`src/design/mlfq_pkg.sv`:
```
// ----------------------------------------------------------------------------
// MLFQ scheduler package
// Shared types, constants and register indexes of the feedback queue scheduler.
// ----------------------------------------------------------------------------
package mlfq_pkg;

  localparam int unsigned MaxProcsDefault  = 16;
  localparam int unsigned MaxLevelsDefault = 4;
  localparam int unsigned TimeW            = 24;

  // Configuration register indexes.
  localparam logic [2:0] RegLevelsUsed = 3'd0;
  localparam logic [2:0] RegSlice0     = 3'd1;
  localparam logic [2:0] RegSlice1     = 3'd2;
  localparam logic [2:0] RegSlice2     = 3'd3;
  localparam logic [2:0] RegSlice3     = 3'd4;

  // Input item kinds.
  localparam logic KindArrive = 1'b0;
  localparam logic KindTick   = 1'b1;

  typedef struct packed {
    logic        kind;
    logic [3:0]  proc_id;
    logic [15:0] work_time;
  } in_item_t;

  typedef struct packed {
    logic        ran;
    logic [3:0]  ran_pid;
    logic        first_run;
    logic        finished;
    logic [23:0] finish_time;
    logic [1:0]  level_after;
    logic        rejected;
  } out_item_t;

  typedef enum logic [2:0] {
    StIdle,
    StRead,
    StProc,
    StPush,
    StOut
  } state_e;

endpackage

```
`src/design/multilevel_feedback_queue_scheduler.sv`:
```
// ----------------------------------------------------------------------------
// Multilevel feedback queue scheduler
// Arrivals enqueue at level 0 (or are rejected when it is full); ticks run the head of the lowest-numbered busy level.
// ----------------------------------------------------------------------------
// One item is in flight at a time, and the input is stalled until the block
// is back in idle. An arrival or an idle tick goes from idle straight to the
// output state; a tick that runs a process passes through the read and
// process states first, and through the push state as well when it requeues
// the process. The queue memory and the process memories each have one
// synchronous read port: the head id is read first, then the process
// record, then the record and any requeue are written back. A held result
// stalls the next beat until it is taken.
module multilevel_feedback_queue_scheduler #(
  parameter int unsigned MAX_PROCS  = mlfq_pkg::MaxProcsDefault,
  parameter int unsigned MAX_LEVELS = mlfq_pkg::MaxLevelsDefault
) (
  input  logic                clk_i,
  input  logic                rst_ni,
  input  logic                cfg_we_i,
  input  logic [2:0]          cfg_index_i,
  input  logic [7:0]          cfg_data_i,
  input  logic                in_valid_i,
  output logic                in_stall_o,
  input  mlfq_pkg::in_item_t  in_data_i,
  output logic                out_valid_o,
  input  logic                out_stall_i,
  output mlfq_pkg::out_item_t out_data_o
);

  localparam int unsigned PW = (MAX_PROCS > 1) ? $clog2(MAX_PROCS) : 1;
  localparam int unsigned LW = (MAX_LEVELS > 1) ? $clog2(MAX_LEVELS) : 1;
  localparam int unsigned CW = $clog2(MAX_PROCS + 1);
  localparam int unsigned AW = PW + LW;

  // Configuration registers.
  logic [2:0] levels_used_q;
  logic [7:0] slice_q [4];

  always_ff @(posedge clk_i or negedge rst_ni) begin
    if (!rst_ni) begin
      levels_used_q <= 3'd4;
      slice_q[0] <= 8'd1;
      slice_q[1] <= 8'd2;
      slice_q[2] <= 8'd4;
      slice_q[3] <= 8'd8;
    end else if (cfg_we_i) begin
      case (cfg_index_i)
        mlfq_pkg::RegLevelsUsed: levels_used_q <= cfg_data_i[2:0];
        mlfq_pkg::RegSlice0:     slice_q[0] <= cfg_data_i;
        mlfq_pkg::RegSlice1:     slice_q[1] <= cfg_data_i;
        mlfq_pkg::RegSlice2:     slice_q[2] <= cfg_data_i;
        mlfq_pkg::RegSlice3:     slice_q[3] <= cfg_data_i;
        default: ;
      endcase
    end
  end

  function automatic logic [7:0] slice_of(input logic [LW-1:0] lv, input logic [7:0] s0,
                                          input logic [7:0] s1, input logic [7:0] s2,
                                          input logic [7:0] s3);
    logic [31:0] l;
    l = 32'(lv);
    if (l == 0) return s0;
    else if (l == 1) return s1;
    else if (l == 2) return s2;
    else return s3;
  endfunction

  // Reduces an incoming process id into the process range.
  function automatic logic [PW-1:0] pid_reduce(input logic [3:0] id);
    logic [4:0] r;
    r = {1'b0, id};
    for (int k = 0; k < 8; k++) begin
      if (32'(r) >= MAX_PROCS) r = r - 5'(MAX_PROCS);
    end
    return PW'(r);
  endfunction

  // Wraps a head plus count sum into a queue slot.
  function automatic logic [PW-1:0] slot_wrap(input logic [CW:0] s);
    logic [CW:0] r;
    r = s;
    if (32'(s) >= MAX_PROCS) r = s - (CW+1)'(MAX_PROCS);
    return PW'(r);
  endfunction

  // Memories: queue ids, and process records (work, slice).
  logic [PW-1:0] fifo_mem [MAX_LEVELS*MAX_PROCS];
  logic [15:0]   work_mem [MAX_PROCS];
  logic [7:0]    slc_mem  [MAX_PROCS];
  logic          fifo_we, proc_we;
  logic [AW-1:0] fifo_waddr, fifo_raddr;
  logic [PW-1:0] fifo_wdata, fifo_rdata_q, proc_addr;
  logic [15:0]   work_wdata, work_rdata_q;
  logic [7:0]    slc_wdata, slc_rdata_q;

  always_ff @(posedge clk_i) begin
    if (fifo_we) fifo_mem[fifo_waddr] <= fifo_wdata;
    fifo_rdata_q <= fifo_mem[fifo_raddr];
  end

  always_ff @(posedge clk_i) begin
    if (proc_we) begin
      work_mem[proc_addr] <= work_wdata;
      slc_mem[proc_addr]  <= slc_wdata;
    end
    work_rdata_q <= work_mem[proc_addr];
    slc_rdata_q  <= slc_mem[proc_addr];
  end

  // Control state.
  mlfq_pkg::state_e state_q, state_d;
  logic [PW-1:0] head_q [MAX_LEVELS];
  logic [CW-1:0] count_q [MAX_LEVELS];
  logic [MAX_PROCS-1:0] started_q;
  logic [23:0] now_q;
  logic out_valid_q;
  mlfq_pkg::out_item_t out_q, out_d;
  logic [LW-1:0] lv_q, lv_d, tgt_q, tgt_d;
  logic [PW-1:0] pid_q, pid_d;
  logic busy_any;
  logic [LW-1:0] busy_lv;
  logic next_room;

  // Priority search over the level counts.
  always_comb begin
    busy_any = 1'b0;
    busy_lv  = '0;
    for (int i = MAX_LEVELS - 1; i >= 0; i--) begin
      if (count_q[i] != '0) begin
        busy_any = 1'b1;
        busy_lv  = LW'(i);
      end
    end
  end

  // Room check on the level below the running one.
  always_comb begin
    next_room = 1'b0;
    for (int i = 1; i < MAX_LEVELS; i++) begin
      if (LW'(i - 1) == lv_q && 32'(count_q[i]) < MAX_PROCS) next_room = 1'b1;
    end
  end

  logic accept;
  assign in_stall_o  = (state_q != mlfq_pkg::StIdle) || (out_valid_q && out_stall_i);
  assign accept      = in_valid_i && !in_stall_o;
  assign out_valid_o = out_valid_q;
  assign out_data_o  = out_q;

  logic [PW-1:0] arr_pid;
  logic [2:0] used;
  logic [31:0] used_n;
  logic head_pop, push_en, tail_push, time_step, start_set;
  logic [LW-1:0] push_lv;
  logic fin, expired;
  logic [CW:0] tail_sum;

  assign arr_pid = pid_reduce(in_data_i.proc_id);
  assign used    = (levels_used_q == 3'd0) ? 3'd1 :
                   (32'(levels_used_q) > MAX_LEVELS) ? 3'(MAX_LEVELS) : levels_used_q;
  assign used_n  = 32'(used);
  assign fin     = work_rdata_q <= 16'd1;
  // Slices of zero act as one tick: the expiry compare treats 0 as expired.
  assign expired = slc_rdata_q <= 8'd1;

  // Sequencer: arrivals are written directly; running ticks read, modify and write back.
  always_comb begin
    state_d = state_q;
    out_d = out_q;
    lv_d = lv_q;
    tgt_d = tgt_q;
    pid_d = pid_q;
    fifo_we = 1'b0;
    fifo_waddr = '0;
    fifo_wdata = pid_q;
    fifo_raddr = {busy_lv, head_q[busy_lv]};
    proc_we = 1'b0;
    proc_addr = pid_q;
    work_wdata = work_rdata_q;
    slc_wdata = slc_rdata_q;
    head_pop = 1'b0;
    tail_push = 1'b0;
    push_lv = lv_q;
    push_en = 1'b0;
    time_step = 1'b0;
    start_set = 1'b0;
    tail_sum = '0;
    case (state_q)
      mlfq_pkg::StIdle: begin
        if (accept) begin
          out_d = '0;
          if (in_data_i.kind == mlfq_pkg::KindArrive) begin
            if (32'(count_q[0]) >= MAX_PROCS) begin
              out_d.rejected = 1'b1;
              state_d = mlfq_pkg::StOut;
            end else begin
              tail_sum = (CW+1)'(head_q[0]) + (CW+1)'(count_q[0]);
              fifo_we = 1'b1;
              fifo_waddr = {LW'(0), slot_wrap(tail_sum)};
              fifo_wdata = arr_pid;
              proc_we = 1'b1;
              proc_addr = arr_pid;
              work_wdata = in_data_i.work_time;
              slc_wdata = slice_q[0];
              push_lv = '0;
              tail_push = 1'b1;
              state_d = mlfq_pkg::StOut;
            end
          end else if (!busy_any) begin
            time_step = 1'b1;
            state_d = mlfq_pkg::StOut;
          end else begin
            lv_d = busy_lv;
            state_d = mlfq_pkg::StRead;
          end
        end
      end
      mlfq_pkg::StRead: begin
        pid_d = fifo_rdata_q;
        proc_addr = pid_d;
        state_d = mlfq_pkg::StProc;
      end
      mlfq_pkg::StProc: begin
        out_d.ran = 1'b1;
        out_d.ran_pid = 4'(pid_q);
        out_d.first_run = !started_q[pid_q];
        start_set = 1'b1;
        time_step = 1'b1;
        proc_we = 1'b1;
        work_wdata = fin ? 16'd0 : work_rdata_q - 16'd1;
        tgt_d = lv_q;
        state_d = mlfq_pkg::StOut;
        if (fin) begin
          head_pop = 1'b1;
          out_d.finished = 1'b1;
          out_d.finish_time = now_q + 24'd1;
        end else if (!expired) begin
          slc_wdata = slc_rdata_q - 8'd1;
        end else begin
          head_pop = 1'b1;
          if (32'(lv_q) + 1 < used_n && next_room)
            tgt_d = lv_q + LW'(1);
          state_d = mlfq_pkg::StPush;
        end
        out_d.level_after = 2'(tgt_d);
      end
      mlfq_pkg::StPush: begin
        // The head was popped already, so its own level always has room.
        tail_sum = (CW+1)'(head_q[tgt_q]) + (CW+1)'(count_q[tgt_q]);
        fifo_we = 1'b1;
        fifo_waddr = {tgt_q, slot_wrap(tail_sum)};
        proc_we = 1'b1;
        // The record read back still holds the work from before this tick.
        work_wdata = work_rdata_q - 16'd1;
        slc_wdata = slice_of(tgt_q, slice_q[0], slice_q[1], slice_q[2], slice_q[3]);
        push_lv = tgt_q;
        tail_push = 1'b1;
        out_d.level_after = 2'(tgt_q);
        state_d = mlfq_pkg::StOut;
      end
      mlfq_pkg::StOut: begin
        state_d = mlfq_pkg::StIdle;
      end
      default: state_d = mlfq_pkg::StIdle;
    endcase
    push_en = tail_push;
  end

  // Sequencer state, queue pointers, start flags and time.
  always_ff @(posedge clk_i or negedge rst_ni) begin
    if (!rst_ni) begin
      state_q <= mlfq_pkg::StIdle;
      out_valid_q <= 1'b0;
      started_q <= '0;
      now_q <= '0;
      for (int i = 0; i < MAX_LEVELS; i++) begin
        head_q[i] <= '0;
        count_q[i] <= '0;
      end
    end else begin
      state_q <= state_d;
      if (state_q == mlfq_pkg::StOut) out_valid_q <= 1'b1;
      else if (!out_stall_i) out_valid_q <= 1'b0;
      if (time_step) now_q <= now_q + 24'd1;
      if (start_set) started_q[pid_q] <= 1'b1;
      if (accept && in_data_i.kind == mlfq_pkg::KindArrive && tail_push)
        started_q[arr_pid] <= 1'b0;
      for (int i = 0; i < MAX_LEVELS; i++) begin
        if (head_pop && LW'(i) == lv_q) begin
          head_q[i] <= (32'(head_q[i]) + 1 >= MAX_PROCS) ? '0 : head_q[i] + PW'(1);
        end
        if (push_en && LW'(i) == push_lv && !(head_pop && LW'(i) == lv_q))
          count_q[i] <= count_q[i] + CW'(1);
        else if (head_pop && LW'(i) == lv_q && !(push_en && LW'(i) == push_lv))
          count_q[i] <= count_q[i] - CW'(1);
      end
    end
  end

  always_ff @(posedge clk_i) begin
    out_q <= out_d;
    lv_q  <= lv_d;
    tgt_q <= tgt_d;
    pid_q <= pid_d;
  end

`ifndef NO_ASSERTIONS
  // No new beat is taken while an item is in flight.
  a_no_accept_busy: assert property (@(posedge clk_i) disable iff (!rst_ni)
    (state_q != mlfq_pkg::StIdle) |-> !accept) else $error("accept while busy");
  // A tick that runs a process always passes through the process stage.
  a_read_to_proc: assert property (@(posedge clk_i) disable iff (!rst_ni)
    (state_q == mlfq_pkg::StRead) |=> (state_q == mlfq_pkg::StProc))
    else $error("sequencer skipped process stage");
  // A result is raised exactly after the output stage.
  a_out_valid: assert property (@(posedge clk_i) disable iff (!rst_ni)
    (state_q == mlfq_pkg::StOut) |=> out_valid_o) else $error("result lost");
`endif

endmodule

```
`config.mk`:
```
export PLATFORM = sky130hd
export DESIGN_NAME = multilevel_feedback_queue_scheduler
export DESIGN_NICKNAME = d
export VERILOG_FILES = /design/src/design/mlfq_pkg.sv /design/src/design/multilevel_feedback_queue_scheduler.sv
export SDC_FILE = /design/constraint.sdc
export NUM_CORES = 1
export LEC_CHECK = 0
export BUFFER_PORTS_ARGS = -buffer_cell sky130_fd_sc_hd__buf_2
export CAP_MARGIN = 10
export CORE_UTILIZATION = 46
export CTS_CLUSTER_SIZE = 8
export DETAILED_ROUTE_END_ITERATION = 12
export GPL_TIMING_DRIVEN = 0
export PLACE_DENSITY = 0.71
export SLEW_MARGIN = 10
export SYNTH_ARGS = -nofsm -noshare
export SYNTH_HDL_FRONTEND = slang
export SYNTH_SLANG_ARGS = --single-unit
```
`constraint.sdc`:
```
create_clock -name clk_i -period 5.1 [get_ports clk_i]
set_input_delay 0.51 -clock clk_i [delete_from_list [all_inputs] [get_ports clk_i]]
set_output_delay 0.51 -clock clk_i [all_outputs]
set_load 0.02 [all_outputs]
```
After elaboration in Yosys (flattened, before gate mapping)

Memories as Yosys holds them, arrays and structs flattened. A register that Yosys moved wholly into a read port is not among the register bits.
Cells that the tools add are included.

Flip-flop bits (word level): 157
Memory bits (read-only): 0
Bits in latches: 0
Bits in writable memories: 640
Input bits: 37
Memories kept: 3
Word-level logic and storage cells: 270

Memories:

| name     | depth | width | read ports | clocked after memory_dff | wr ports | line                                      | RTL |
|---|---|---|---|---|---|---|---|
| fifo_mem | 64    | 4     | 1          | 1                        | 1        | multilevel_feedback_queue_scheduler.sv:88 | `logic [PW-1:0] fifo_mem [MAX_LEVELS*MAX_PROCS];` |
| work_mem | 16    | 16    | 1          | 1                        | 1        | multilevel_feedback_queue_scheduler.sv:89 | `logic [15:0] work_mem [MAX_PROCS];` |
| slc_mem  | 16    | 8     | 1          | 1                        | 1        | multilevel_feedback_queue_scheduler.sv:90 | `logic [7:0] slc_mem [MAX_PROCS];` |

Bitwise logic cells: 6
Multiply operators: 0
Order comparisons: 20
Shifts and indexed selects: 0
Eq/ne operators: 19
Reduce and logical (&&, ||, !) cells: 65
Muxes and demuxes: 105
Divide/modulo/power cells: 0
Add/sub/neg operators: 25

Operator list:

| operator                                                        | number |
|---|---|
| 2-to-1 mux 16 bit                                               | 6 |
| 2-to-1 mux 4 bit                                                | 17 |
| 2-to-1 mux 8 bit                                                | 8 |
| case mux 31 bit (2 select lines)                                | 1 |
| 2-to-1 mux 5 bit                                                | 10 |
| case mux 16 bit (3 select lines)                                | 1 |
| 2-to-1 mux 34 bit                                               | 1 |
| 2-to-1 mux 1 bit                                                | 28 |
| logical AND 1 bit                                               | 26 |
| >= comparator 5 bit, second input constant                      | 5 |
| 2-to-1 mux 25 bit                                               | 1 |
| adder 24 x 1 -> 24 bit, second input constant                   | 1 |
| case mux 8 bit (3 select lines)                                 | 1 |
| 2-to-1 mux 3 bit                                                | 7 |
| adder 4 x 1 -> 5 bit, second input constant                     | 4 |
| adder 5 x 1 -> 5 bit, second input constant                     | 4 |
| 2-to-1 mux 2 bit                                                | 10 |
| nonzero test 5 bit                                              | 4 |
| subtractor 5 x 1 -> 5 bit, second input constant                | 4 |
| adder 4 x 1 -> 4 bit, second input constant                     | 4 |
| bitwise AND 16 bit                                              | 1 |
| binary-select mux 4 bit (select 2 bit)                          | 2 |
| less-or-equal comparator 16 x 1 -> 1 bit, second input constant | 1 |
| NOT 16 bit                                                      | 1 |
| other kinds (45)                                                | 92 |

Longest topological paths before layout

Gate-level depths: netlist (run 1).

Word-level depth: 12
Gate-level depth with buffers: 16

Worst setup path before layout (run 1)

No wires, ideal clock.

Path kind: input-to-reg
Start point: in in_data_i[20] in the netlist's numbering
End point: mem slc_mem[12][0] (enable)
Stages: 8
Slack: 0.575 ns
Data arrival time: 4.090 ns
Buffers on the path: 2
Data required time: 4.665 ns
Cell sequence: or2_2 -> o31ai_2 -> nand2_1 -> a221oi_1 -> clkbuf_1 -> buf_2 -> nand3_1 -> nor3_1

Cells in the longest elaborated chain, start to end: 5
Elaborated cells on any way between the ends: 8
Classes of those cells: 8 x mux

Ends and longest elaborated chain:

| element                                | line                                       | RTL |
|---|---|---|
| start, declared                        | multilevel_feedback_queue_scheduler.sv:24  | `input mlfq_pkg::in_item_t in_data_i,` |
| 2-to-1 mux 1 bit                       | multilevel_feedback_queue_scheduler.sv:193 | `if (in_data_i.kind == mlfq_pkg::KindArrive) begin` |
| 2-to-1 mux 1 bit                       | multilevel_feedback_queue_scheduler.sv:191 | `if (accept) begin` |
| case mux 1 bit (2 select lines)        | multilevel_feedback_queue_scheduler.sv:189 | `case (state_q)` |
| 2-to-1 mux 1 bit                       | multilevel_feedback_queue_scheduler.sv:103 | `if (proc_we) begin` |
| 2-to-1 mux 1 bit (not written as such) | multilevel_feedback_queue_scheduler.sv:105 | `slc_mem[proc_addr] <= slc_wdata;` |
| end, declared                          | multilevel_feedback_queue_scheduler.sv:90  |  |

Parallel ways exist; a longest one is shown, timed or not.

Worst setup path in the final report (run 1)

Start point: reg count_q[19] in the netlist's numbering
End point: mem slc_mem[2][3] (enable)

Cells in the longest elaborated chain, start to end: 7
Elaborated cells on any way between the ends: 11
Classes of those cells: 1 x order compare; 10 x mux

Ends and longest elaborated chain:

| element                                | line                                       | RTL |
|---|---|---|
| start, declared                        | multilevel_feedback_queue_scheduler.sv:114 | `logic [CW-1:0] count_q [MAX_LEVELS];` |
| start signal, assigned by index        | multilevel_feedback_queue_scheduler.sv:294 | `count_q[i] <= count_q[i] + CW'(1);` |
| start signal, assigned by index        | multilevel_feedback_queue_scheduler.sv:296 | `count_q[i] <= count_q[i] - CW'(1);` |
| >= comparator 5 bit (*)                | multilevel_feedback_queue_scheduler.sv:194 | `if (32'(count_q[0]) >= MAX_PROCS) begin` |
| 2-to-1 mux 1 bit                       | multilevel_feedback_queue_scheduler.sv:194 |  |
| 2-to-1 mux 1 bit                       | multilevel_feedback_queue_scheduler.sv:193 |  |
| 2-to-1 mux 1 bit                       | multilevel_feedback_queue_scheduler.sv:191 |  |
| case mux 1 bit (2 select lines)        | multilevel_feedback_queue_scheduler.sv:189 |  |
| 2-to-1 mux 1 bit                       | multilevel_feedback_queue_scheduler.sv:103 |  |
| 2-to-1 mux 1 bit (not written as such) | multilevel_feedback_queue_scheduler.sv:105 |  |

Mark *: on every way between the ends. The rest lies on a longest branch, timed or not.

==> impl.org, run 1 <==
** Status
- Run status :: finished clean

** Die
- Top Ports :: 73
- Horiz. Die Dim :: roughly 280 um
- Vert. Die Dim :: 279 um
- In this run the core area contains ~100 standard-cell rows.
- The die covers about 0.078 mm2.
- After floorplanning, the core was sized to cover 0.0759 mm2.
- Starting density of the core :: 46.6%

** Setup path
- Length in cells of the worst reg-to-reg path :: 10
- Largest stage delay on the critical path :: 0.66 ns
- Endpoint of the most critical register-to-register path :: slc_mem[2][3]
- Along the worst path, the maximum fanout reaches 12.
- R2R Path Start :: count_q[19]
- Arrival time at the worst endpoint :: 5.29 ns
- Library cell contributing the largest single delay on the critical path :: sky130_fd_sc_hd__o31ai_2
- At the worst endpoint, the required time is about 5.4 ns.
- STA classifies the critical path startpoint as a flip-flop.
- By startpoint and endpoint, the worst setup path is classified as flip-flop to flip-flop.
- For flop-to-flop paths, the worst setup slack is 0.12 ns.
- The critical path goes through or2_2 -> o31ai_2 -> nand2_1 -> nand2_1 -> and3_1 -> clkbuf_1 -> clkbuf_1 -> clkbuf_2 -> nand2_2 -> nor2_4.
- On the critical path the largest part of the delay comes from simple AND/OR/NAND/NOR gates.
- Kind of capture point of the worst setup path :: flip-flop
- Total buffers and inverters traversed by the critical path :: 3

** STA
- Final-report hold violation count :: 0
- For the final routed database, the setup TNS stands at 0 ns.
- Crit path time final :: approximately 5 ns
- RSZ-0062 raised after global routing :: false
- At the pin with the least slew margin, the transition time is around 1.3 ns.
- Maximum clock skew at final layout :: 0.0748 ns
- The final critical path takes up 97.6% of the cycle.
- Setup violations remaining at the end of the flow were counted as 0.
- Hold is met by 0.0905 ns.
- Measured against its own limit, the worst slew margin works out to 15.1%.
- Static timing analysis puts the maximum clock frequency at 201 MHz.
- Final count of pins violating max slew :: 0
- Once routing completed, OpenROAD measured the worst setup slack at 0.121 ns.

** Synthesis
- Register bit count reported by yosys :: 825
- Sequential fraction of the synthesis area :: approximately two thirds
- Mean Syn Cell Area :: about 13 um2
- By area, the combinational part of the netlist is dominated by simple AND/OR/NAND/NOR gates.
- The synthesized netlist devotes 8.20% of its cell area to compound gates.
- During synthesis, Yosys emitted a total of 0 warnings.
- Multiplexer cells account for 5.19% of the synthesized area.
- Post-synthesis share of cell area spent on and, or, nand and nor gates :: 13.1%
- Summing the areas of all fa, ha and maj instances in the mapped netlist gives 1.68% of the synthesized area.
- Top FF cell, synth :: sky130_fd_sc_hd__edfxtp_1
- Xor and xnor area share after synthesis :: 1.81%
- Synthesis produced a netlist with a net count of 2850.
- Synthesis produced a netlist whose cell count is 2769.
- Distinct cell type count of the synthesized netlist :: 77
- Of all flip-flops after synthesis, the portion carrying an async set or reset was 13.9%.
- Combined area of all synthesized cells :: 0.0354 mm2
- EDFF count, synth :: between 600 and 700

** Clock network
- Clock latency on the worst-skew pair, taken at its later pin, is 0.70 ns.
- In this run the clock root is driven by a sky130_fd_sc_hd__clkbuf_16.
- The longest clock path from root to sink contains 3 buffers.
- Clock-pin slew was measured on the worst setup and hold paths at roughly 0.06 ns.
- Clock tree from TritonCTS :: built
- For this design, the sink count on the clock tree is 825.
- H-tree depth reported by CTS :: 3
- The number of clock buffers added by TritonCTS is around 110.

** Global route
- Number of global-route vias before repair :: 23.5k
- Leftover overflow at the end of global routing :: 0
- Global routing consumed, over all layers together, 23.4% of the routing resources.
- Global-route wire length before repair :: about 140000 um
- Entering global routing, the biggest net connects a little under 70 pins.
- The initial antenna violation count came to 1.

** Detailed routing
- 1st-iter DRT viols :: 3055
- After detailed routing, the number of vias per cell comes to 5.94.
- Once detail routing completed, the nets flagged for antenna violations numbered 0.
- DRC violations left :: 0
- Before antenna repair, the detailed router went through 5 iterations.
- Dividing the detail-routed wire length by the instance count gives roughly 23 um.
- For this block, the routed nets add up to between 90000 and 100000 um of wire.
- Total number of vias :: 24.3k

** Layout
- The top cell types in the final layout, fill and taps aside, are sky130_fd_sc_hd__edfxtp_1, sky130_fd_sc_hd__nand2_1, sky130_fd_sc_hd__nand3_1.
- The area growth from synthesis to layout is 15.8%.
- Excluding fillers, the count of instances in the completed layout stands at 4086.
- The post-route netlist has 12.5% of its cells at a drive strength greater than 1.
- Commonest non-fill, non-tap cell in the layout :: sky130_fd_sc_hd__edfxtp_1
- Nets :: 3082

** Power
- For this design the static power due to leakage is approximately 15 nW.
- IR drop worst, VDD :: 0.479 mV
- Total power per unit cell area :: 632 mW/mm2

** Hold path
- In this run the most critical hold path is launched from out_stall_i.
- Hold path depth :: 3
- For hold timing, the worst endpoint is out_valid_o.
- The worst hold path belongs to the class input port to flip-flop.

** Placed design
- Setup slack at placement :: -0.443 ns
- After detailed placement, the design holds a cell count of 3908.
- The count of buffers added on input and output ports is roughly 70.
- After legalization and detailed placement, the total HPWL measured 62600 um.
- Final weighted congestion of routability-driven global placement :: 0.956

** Job
- Max-cap violations in this run came to 0.
cells by family after synthesis:
group	Yosys count
xor gates and xnor gates	73
adders and majority gates	44
and+or+nand+nor	1055
DFF	825
AOI/OAI and AO/OA	417
muxes	159
buffers and inverters	196
per-layer routing:
metal / track usage, % / up-vias / part of all wire [%]
met4: 8.93 / 0 / 3.5
li1: - / 10800 / -
met3: 4.64 / 213 / 9.2
met2: 37.6 / 1319 / 47
met5: 0 / - / 0
met1: 31.4 / 12000 / 40
report_power, final:
group	total, mW	internal, mW	switching [mW]
Clock	6.79	4.04	2.76
Sequential	9.82	9.37	0.449
Combinational	9.28	2.56	6.72
Total	25.9	16.0	9.92
area by class of cell:
| type | instances | area [um2] |
|---|---|---|
| antenna | 1 | 2.50 |
| buffer | 154 | 692 |
| clock buffer | 161 | 3010 |
| clock inverter | 8 | 184 |
| fill | 6189 | 35000 |
| inverter | 42 | 158 |
| multi-input combinational | 1752 | 10900 |
| sequential | 825 | 23900 |
| tap | 1030 | 1290 |
| timing repair buffer | 113 | 825 |
cell usage after synthesis (9+ instances only):
cell type                  instances  area share, %
sky130_fd_sc_hd__xor2_1           23           0.57
sky130_fd_sc_hd__ha_1             38            1.3
sky130_fd_sc_hd__a221o_1          12           0.34
sky130_fd_sc_hd__a22oi_1          13           0.28
sky130_fd_sc_hd__o221ai_1         10           0.25
sky130_fd_sc_hd__nor2_1          146            1.5
sky130_fd_sc_hd__o21ai_0          57           0.81
sky130_fd_sc_hd__o211ai_1         11           0.23
sky130_fd_sc_hd__nor4_1           11           0.19
sky130_fd_sc_hd__mux2_2           46            1.5
sky130_fd_sc_hd__buf_1            18           0.19
sky130_fd_sc_hd__a311oi_1         54            1.3
sky130_fd_sc_hd__a21oi_1          89            1.3
sky130_fd_sc_hd__edfxtp_1        682             58
sky130_fd_sc_hd__o22a_1           11           0.27
sky130_fd_sc_hd__o31ai_1          13           0.28
sky130_fd_sc_hd__dfxtp_1          28            1.6
sky130_fd_sc_hd__xnor2_1          50            1.2
sky130_fd_sc_hd__a22o_1           12           0.30
sky130_fd_sc_hd__nor3_1           32           0.45
sky130_fd_sc_hd__mux2i_1          98            2.8
sky130_fd_sc_hd__o22ai_1          26           0.46
sky130_fd_sc_hd__or3_1            10           0.18
sky130_fd_sc_hd__a21o_1           27           0.57
sky130_fd_sc_hd__and3_1           42           0.74
sky130_fd_sc_hd__inv_1            41           0.44
sky130_fd_sc_hd__buf_4             9           0.19
sky130_fd_sc_hd__buf_2            13           0.18
sky130_fd_sc_hd__dfrtp_1         110            7.8
sky130_fd_sc_hd__clkbuf_1        106            1.1
sky130_fd_sc_hd__mux4_2           15           0.96
sky130_fd_sc_hd__a31oi_1          33           0.58
sky130_fd_sc_hd__nand3_1         239            3.4
sky130_fd_sc_hd__nand2_1         527            5.6
per-stage QoR:
step / utilization, % / power (mW) / instance area, um2
5_1_grt: 53.9 / 27.0 / 40900
4_1_cts: 53.7 / 25.6 / 40800
2_1_floorplan: - / 15.3 / 35400
3_5_place_dp: 49.5 / 18.8 / 37600
6_report: 53.9 / 25.9 / 40900
3_3_place_gp: 48.7 / 18.4 / 37000
worst max-delay path by stage:
stage,end,cells past startpoint,startpoint,slack [ns]
6_report,slc_mem[2][3],10,count_q[19],0.12
3_5_place_dp,slc_mem[12][6],10,in_data_i[20],-0.44
5_1_grt,work_mem[9][10],11,count_q[19],0.02
3_3_place_gp,slc_mem[13][2],9,in_data_i[20],-2.38
4_1_cts,slc_mem[0][2],10,count_q[19],0.03
2_1_floorplan,slc_mem[12][0],8,in_data_i[20],0.57
worst min-delay path: stages:
cell and delay [ns]:
sky130_fd_sc_hd__buf_2 0.09, sky130_fd_sc_hd__nand2_1 0.08, sky130_fd_sc_hd__nand2_1 0.07
sequential cells by signal, indices dropped and copies added, names as in the netlist, 3 cells and up:
name           flops
pid_q              4
levels_used_q      3
started_q         16
head_q            16
now_q             24
fifo_mem         256
work_rdata_q      16
slice_q           32
fifo_rdata_q       4
count_q           20
slc_rdata_q        8
work_mem         256
state_q            3
slc_mem          128
out_data_o        34
what timing repair did:
action | in CTS | in global routing
resized for setup | 1 | 22
setup buffers | 0 | 2
pin swaps | 0 | 5
setup endpoints to repair | 97 | 250
hold buffers | 1 | 0
cloned | 0 | 4
endpoints found under the hold margin | 62 | 0
Note: power is estimated with default switching activity, not from simulation.
==> run 2, diff against run 1 <==
--- a/config.mk
+++ b/config.mk
@@ -7,11 +7,14 @@
 export LEC_CHECK = 0
 export BUFFER_PORTS_ARGS = -buffer_cell sky130_fd_sc_hd__buf_2
 export CAP_MARGIN = 10
+export CELL_PAD_IN_SITES_DETAIL_PLACEMENT = 0
+export CELL_PAD_IN_SITES_GLOBAL_PLACEMENT = 1
+export CORE_MARGIN = 2
 export CORE_UTILIZATION = 46
 export CTS_CLUSTER_SIZE = 8
 export DETAILED_ROUTE_END_ITERATION = 12
 export GPL_TIMING_DRIVEN = 0
-export PLACE_DENSITY = 0.71
+export PLACE_DENSITY = 0.81
 export SLEW_MARGIN = 10
 export SYNTH_ARGS = -nofsm -noshare
 export SYNTH_HDL_FRONTEND = slang
==> run 2 against run 1 <==
Final cell count hardly changed. Total power is 0.41% lower. Core utilization is 0.25 points lower. Highest routed layer is now met5.
==> impl.org, run 2 (same netlist as run 1, synthesis figures left out) <==
** Status
- Run status :: finished clean (unchanged)

** Clock network
- CTS Buf Count :: 113 (unchanged)
- Clock slew seen by the registers of the worst setup and hold paths :: 0.05 ns (was 0.06 ns)
- Clock tree from TritonCTS :: built (unchanged)
- The largest buffer count on any clock path is 3 (unchanged).
- Clk root buf :: sky130_fd_sc_hd__clkbuf_16 (unchanged)
- Post-CTS repair timing setup buffer count :: 0 (unchanged)
- The deepest level of the CTS H-tree is 3 (unchanged).
- Worst skew pair latency :: 0.67 ns (was 0.70 ns)
- The CTS sink count is 825 (unchanged).

** Detailed routing
- The wire length per cell came to 23.0 um (was 22.7 um).
- Total number of vias :: 23.9k (was 24.3k)
- The count of antenna-violating nets left after detailed routing came to 0 (unchanged).
- 1st-iter DRT viols :: 2451 (was 3055)
- The aggregate routed wire length is 94000 um (was 92500 um).
- The length of the first detailed-routing pass in iterations was 6 (was 5).
- DRC violations left :: 0 (unchanged)
- The routed via count divided by cell count was 5.86 (was 5.94).

** Die
- Total die area :: 0.0791 mm2 (was 0.0780 mm2)
- The top-level I/O count came to 73 (unchanged).
- The die boundary height came to 281 um (was 279 um).
- The placeable core region was 0.0761 mm2 (was 0.0759 mm2).
- The row count was 101 (unchanged).
- Horiz. Die Dim :: 281 um (was 279 um)
- The effective utilization at floorplan is 46.5% (was 46.6%).

** STA
- Smallest setup slack after layout :: 0.335 ns (was 0.121 ns)
- The clock skew after layout is 0.0318 ns (was 0.0748 ns).
- The final critical-path required period was 4.77 ns (was 4.98 ns).
- The period utilization came to 93.4% (was 97.6%).
- The transition time at the pin with the least slew margin is 1.12 ns (was 1.26 ns).
- The number of pins with negative max-slew slack in the final report came to 0 (unchanged).
- Worst hold margin :: 0.121 ns (was 0.0905 ns)
- The total of endpoints with negative setup slack in the final report came to 0 (unchanged).
- The maximum clock frequency is 210 MHz (was 201 MHz).
- The hold violation total from the final report was 0 (unchanged).
- The worst slew margin relative to its limit was 24.4% (was 15.1%).
- RSZ-0062 raised after global routing :: false (unchanged)

** Power
- IR drop worst, VDD :: 0.450 mV (was 0.479 mV)
- The power density relative to cell area was 632 mW/mm2 (about the same).
- Leakage power total :: 14.5 nW (was 14.6 nW)

** Layout
- Filler cell count in the final layout :: 6307 (was 6189)
- Count of non-filler cells in the finished layout :: 4087 (was 4086)
- The cell area after layout came to 0.0408 mm2 (was 0.0409 mm2).
- The final net count came to 3078 (was 3082).
- The number of antenna diodes is 0 (was 1).
- Layout overhead on the synthesized area :: 15.4% (was 15.8%)
- Final design utilization :: 53.6% (was 53.9%)
- Fraction of final layout cells sized beyond drive strength 1 :: 12.2% (was 12.5%)
- Highest-count cells in the layout ignoring fill and taps: sky130_fd_sc_hd__edfxtp_1, sky130_fd_sc_hd__nand2_1, sky130_fd_sc_hd__nand3_1 (unchanged).
- Biggest registers after layout: fifo_mem x256, work_mem x256, slc_mem x128 (unchanged).
- Commonest non-fill, non-tap cell in the layout :: sky130_fd_sc_hd__edfxtp_1 (unchanged)

** Setup path
- The required time reported for the critical path endpoint was 5.41 ns (was 5.42 ns).
- Largest delay contributor family on the critical path :: simple AND/OR/NAND/NOR gates (unchanged)
- The slowest stage cell on the critical path is sky130_fd_sc_hd__nand3b_1 (was sky130_fd_sc_hd__o31ai_2).
- The peak fanout along the critical path is 10 (was 12).
- The buffer and inverter count on the worst path came to 3 (unchanged).
- Crit start category :: flip-flop (unchanged)
- The biggest cell delay along the critical path came to 0.62 ns (was 0.66 ns).
- The type of destination of the critical path is a flip-flop (unchanged).
- Arrival time at the worst endpoint :: 5.07 ns (was 5.29 ns)
- Crit-path cells: buf_1 -> clkbuf_2 -> mux4_2 -> ha_1 -> inv_1 -> fa_1 -> o32ai_1 -> nand3b_1 -> nor2_1 (was or2_2 -> o31ai_2 -> nand2_1 -> nand2_1 -> and3_1 -> clkbuf_1 -> clkbuf_1 -> clkbuf_2 -> nand2_2 -> nor2_4).
- The path type of the worst setup path is flip-flop to flip-flop (unchanged).

** Placed design
- Hpwl dp :: 65100 um (was 62600 um)
- Final weighted congestion of routability-driven global placement :: 0.930 (was 0.956)
- Number of buffers inserted by port buffering :: 71 (unchanged)
- The placed cell area is 0.0376 mm2 (about the same).
- The placement-stage worst setup slack is 0.0584 ns (was -0.443 ns).
- Placed cell count :: 3908 (unchanged)

** Global route
- The initial antenna violation count is 1 (unchanged).
- Pin count of the biggest net entering global routing :: 93 (was 69)
- The total global routing track utilization came to 23.6% (was 23.4%).
- The global route total overflow came to 0 (unchanged).
- Global-route wire length before repair :: 141000 um (was 139000 um)
- The number of global-route vias before repair is 23.6k (was 23.5k).

** Job
- The number of max-cap violations came to 0 (unchanged).

** Hold path
- Path type of the worst min-delay path :: input port to flip-flop (unchanged)
[run 2: cell types whose count changed in the layout (fill, tap and decap cells not counted), moves of 3 or more]
cell and change:
sky130_fd_sc_hd__nor3_4 -9, sky130_fd_sc_hd__buf_6 -3, sky130_fd_sc_hd__buf_16 +3, sky130_fd_sc_hd__nor3_2 +8
sky130_fd_sc_hd__clkbuf_1 +8, sky130_fd_sc_hd__nor2_4 -4, sky130_fd_sc_hd__buf_12 -3
[run 2: layout make-up]
cell class,instances,area [um2],area share (%)
well taps,1030,1290,3.16
plain buffers,154,692,1.70
clock buffers,169,3060,7.50
clock inverters,6,134,0.328
inverters,42,158,0.386
multi-input cells,1748,10700,26.3
flip-flops and latches,825,23900,58.6
repair buffers,113,833,2.04
[run 2: worst paths after layout]
kind	slack, ns	startpoint	to	cells past startpoint
min	0.12	cfg_data_i[7]	slice_q[23]	2
max	0.33	tgt_q[1]	fifo_mem[58][1]	9
max reg2reg	0.33	tgt_q[1]	fifo_mem[58][1]	9
min in group asynchronous	0.27	rst_ni	now_q[10]	2
max in group asynchronous	4.06	rst_ni	slice_q[24]	3
min reg2reg	0.41	fifo_rdata_q[1]	pid_q[1]	0
[run 2: metal layers]
| layer | wire length, um | vias to the layer above | GRT usage [%] |
|---|---|---|---|
| met4 | 3910 | 2 | 10.1 |
| met3 | 7180 | 228 | 4.16 |
| li1 | - | 10800 | - |
| met2 | 45200 | 1065 | 39.0 |
| met5 | 13 | - | 0 |
| met1 | 37600 | 11900 | 30.8 |
[run 2: repair_timing]
item                                    4_1_cts  5_1_grt
resized for setup                             0        3
hold endpoints to repair                     23        0
endpoints found under the setup margin        0      144
hold buffers                                  1        0
[run 2: report_power, final]
| group | internal [mW] | leakage [nW] | switching (mW) | total, mW |
|---|---|---|---|---|
| Clock | 4.07 | 1.52 | 2.73 | 6.80 |
| Combinational | 2.58 | 5.19 | 6.58 | 9.16 |
| Sequential | 9.36 | 7.84 | 0.453 | 9.82 |
| Total | 16.0 | 14.5 | 9.76 | 25.8 |
[run 2: metrics by stage]
| step | setup TNS (ns) | power [mW] |
|---|---|---|
| after floorplan | 0 | 15.3 |
| after global placement | -598.37 | 18.4 |
| after detailed placement | 0 | 18.9 |
| after CTS | 0 | 25.8 |
| after global routing | 0 | 26.9 |
| final | 0 | 25.8 |
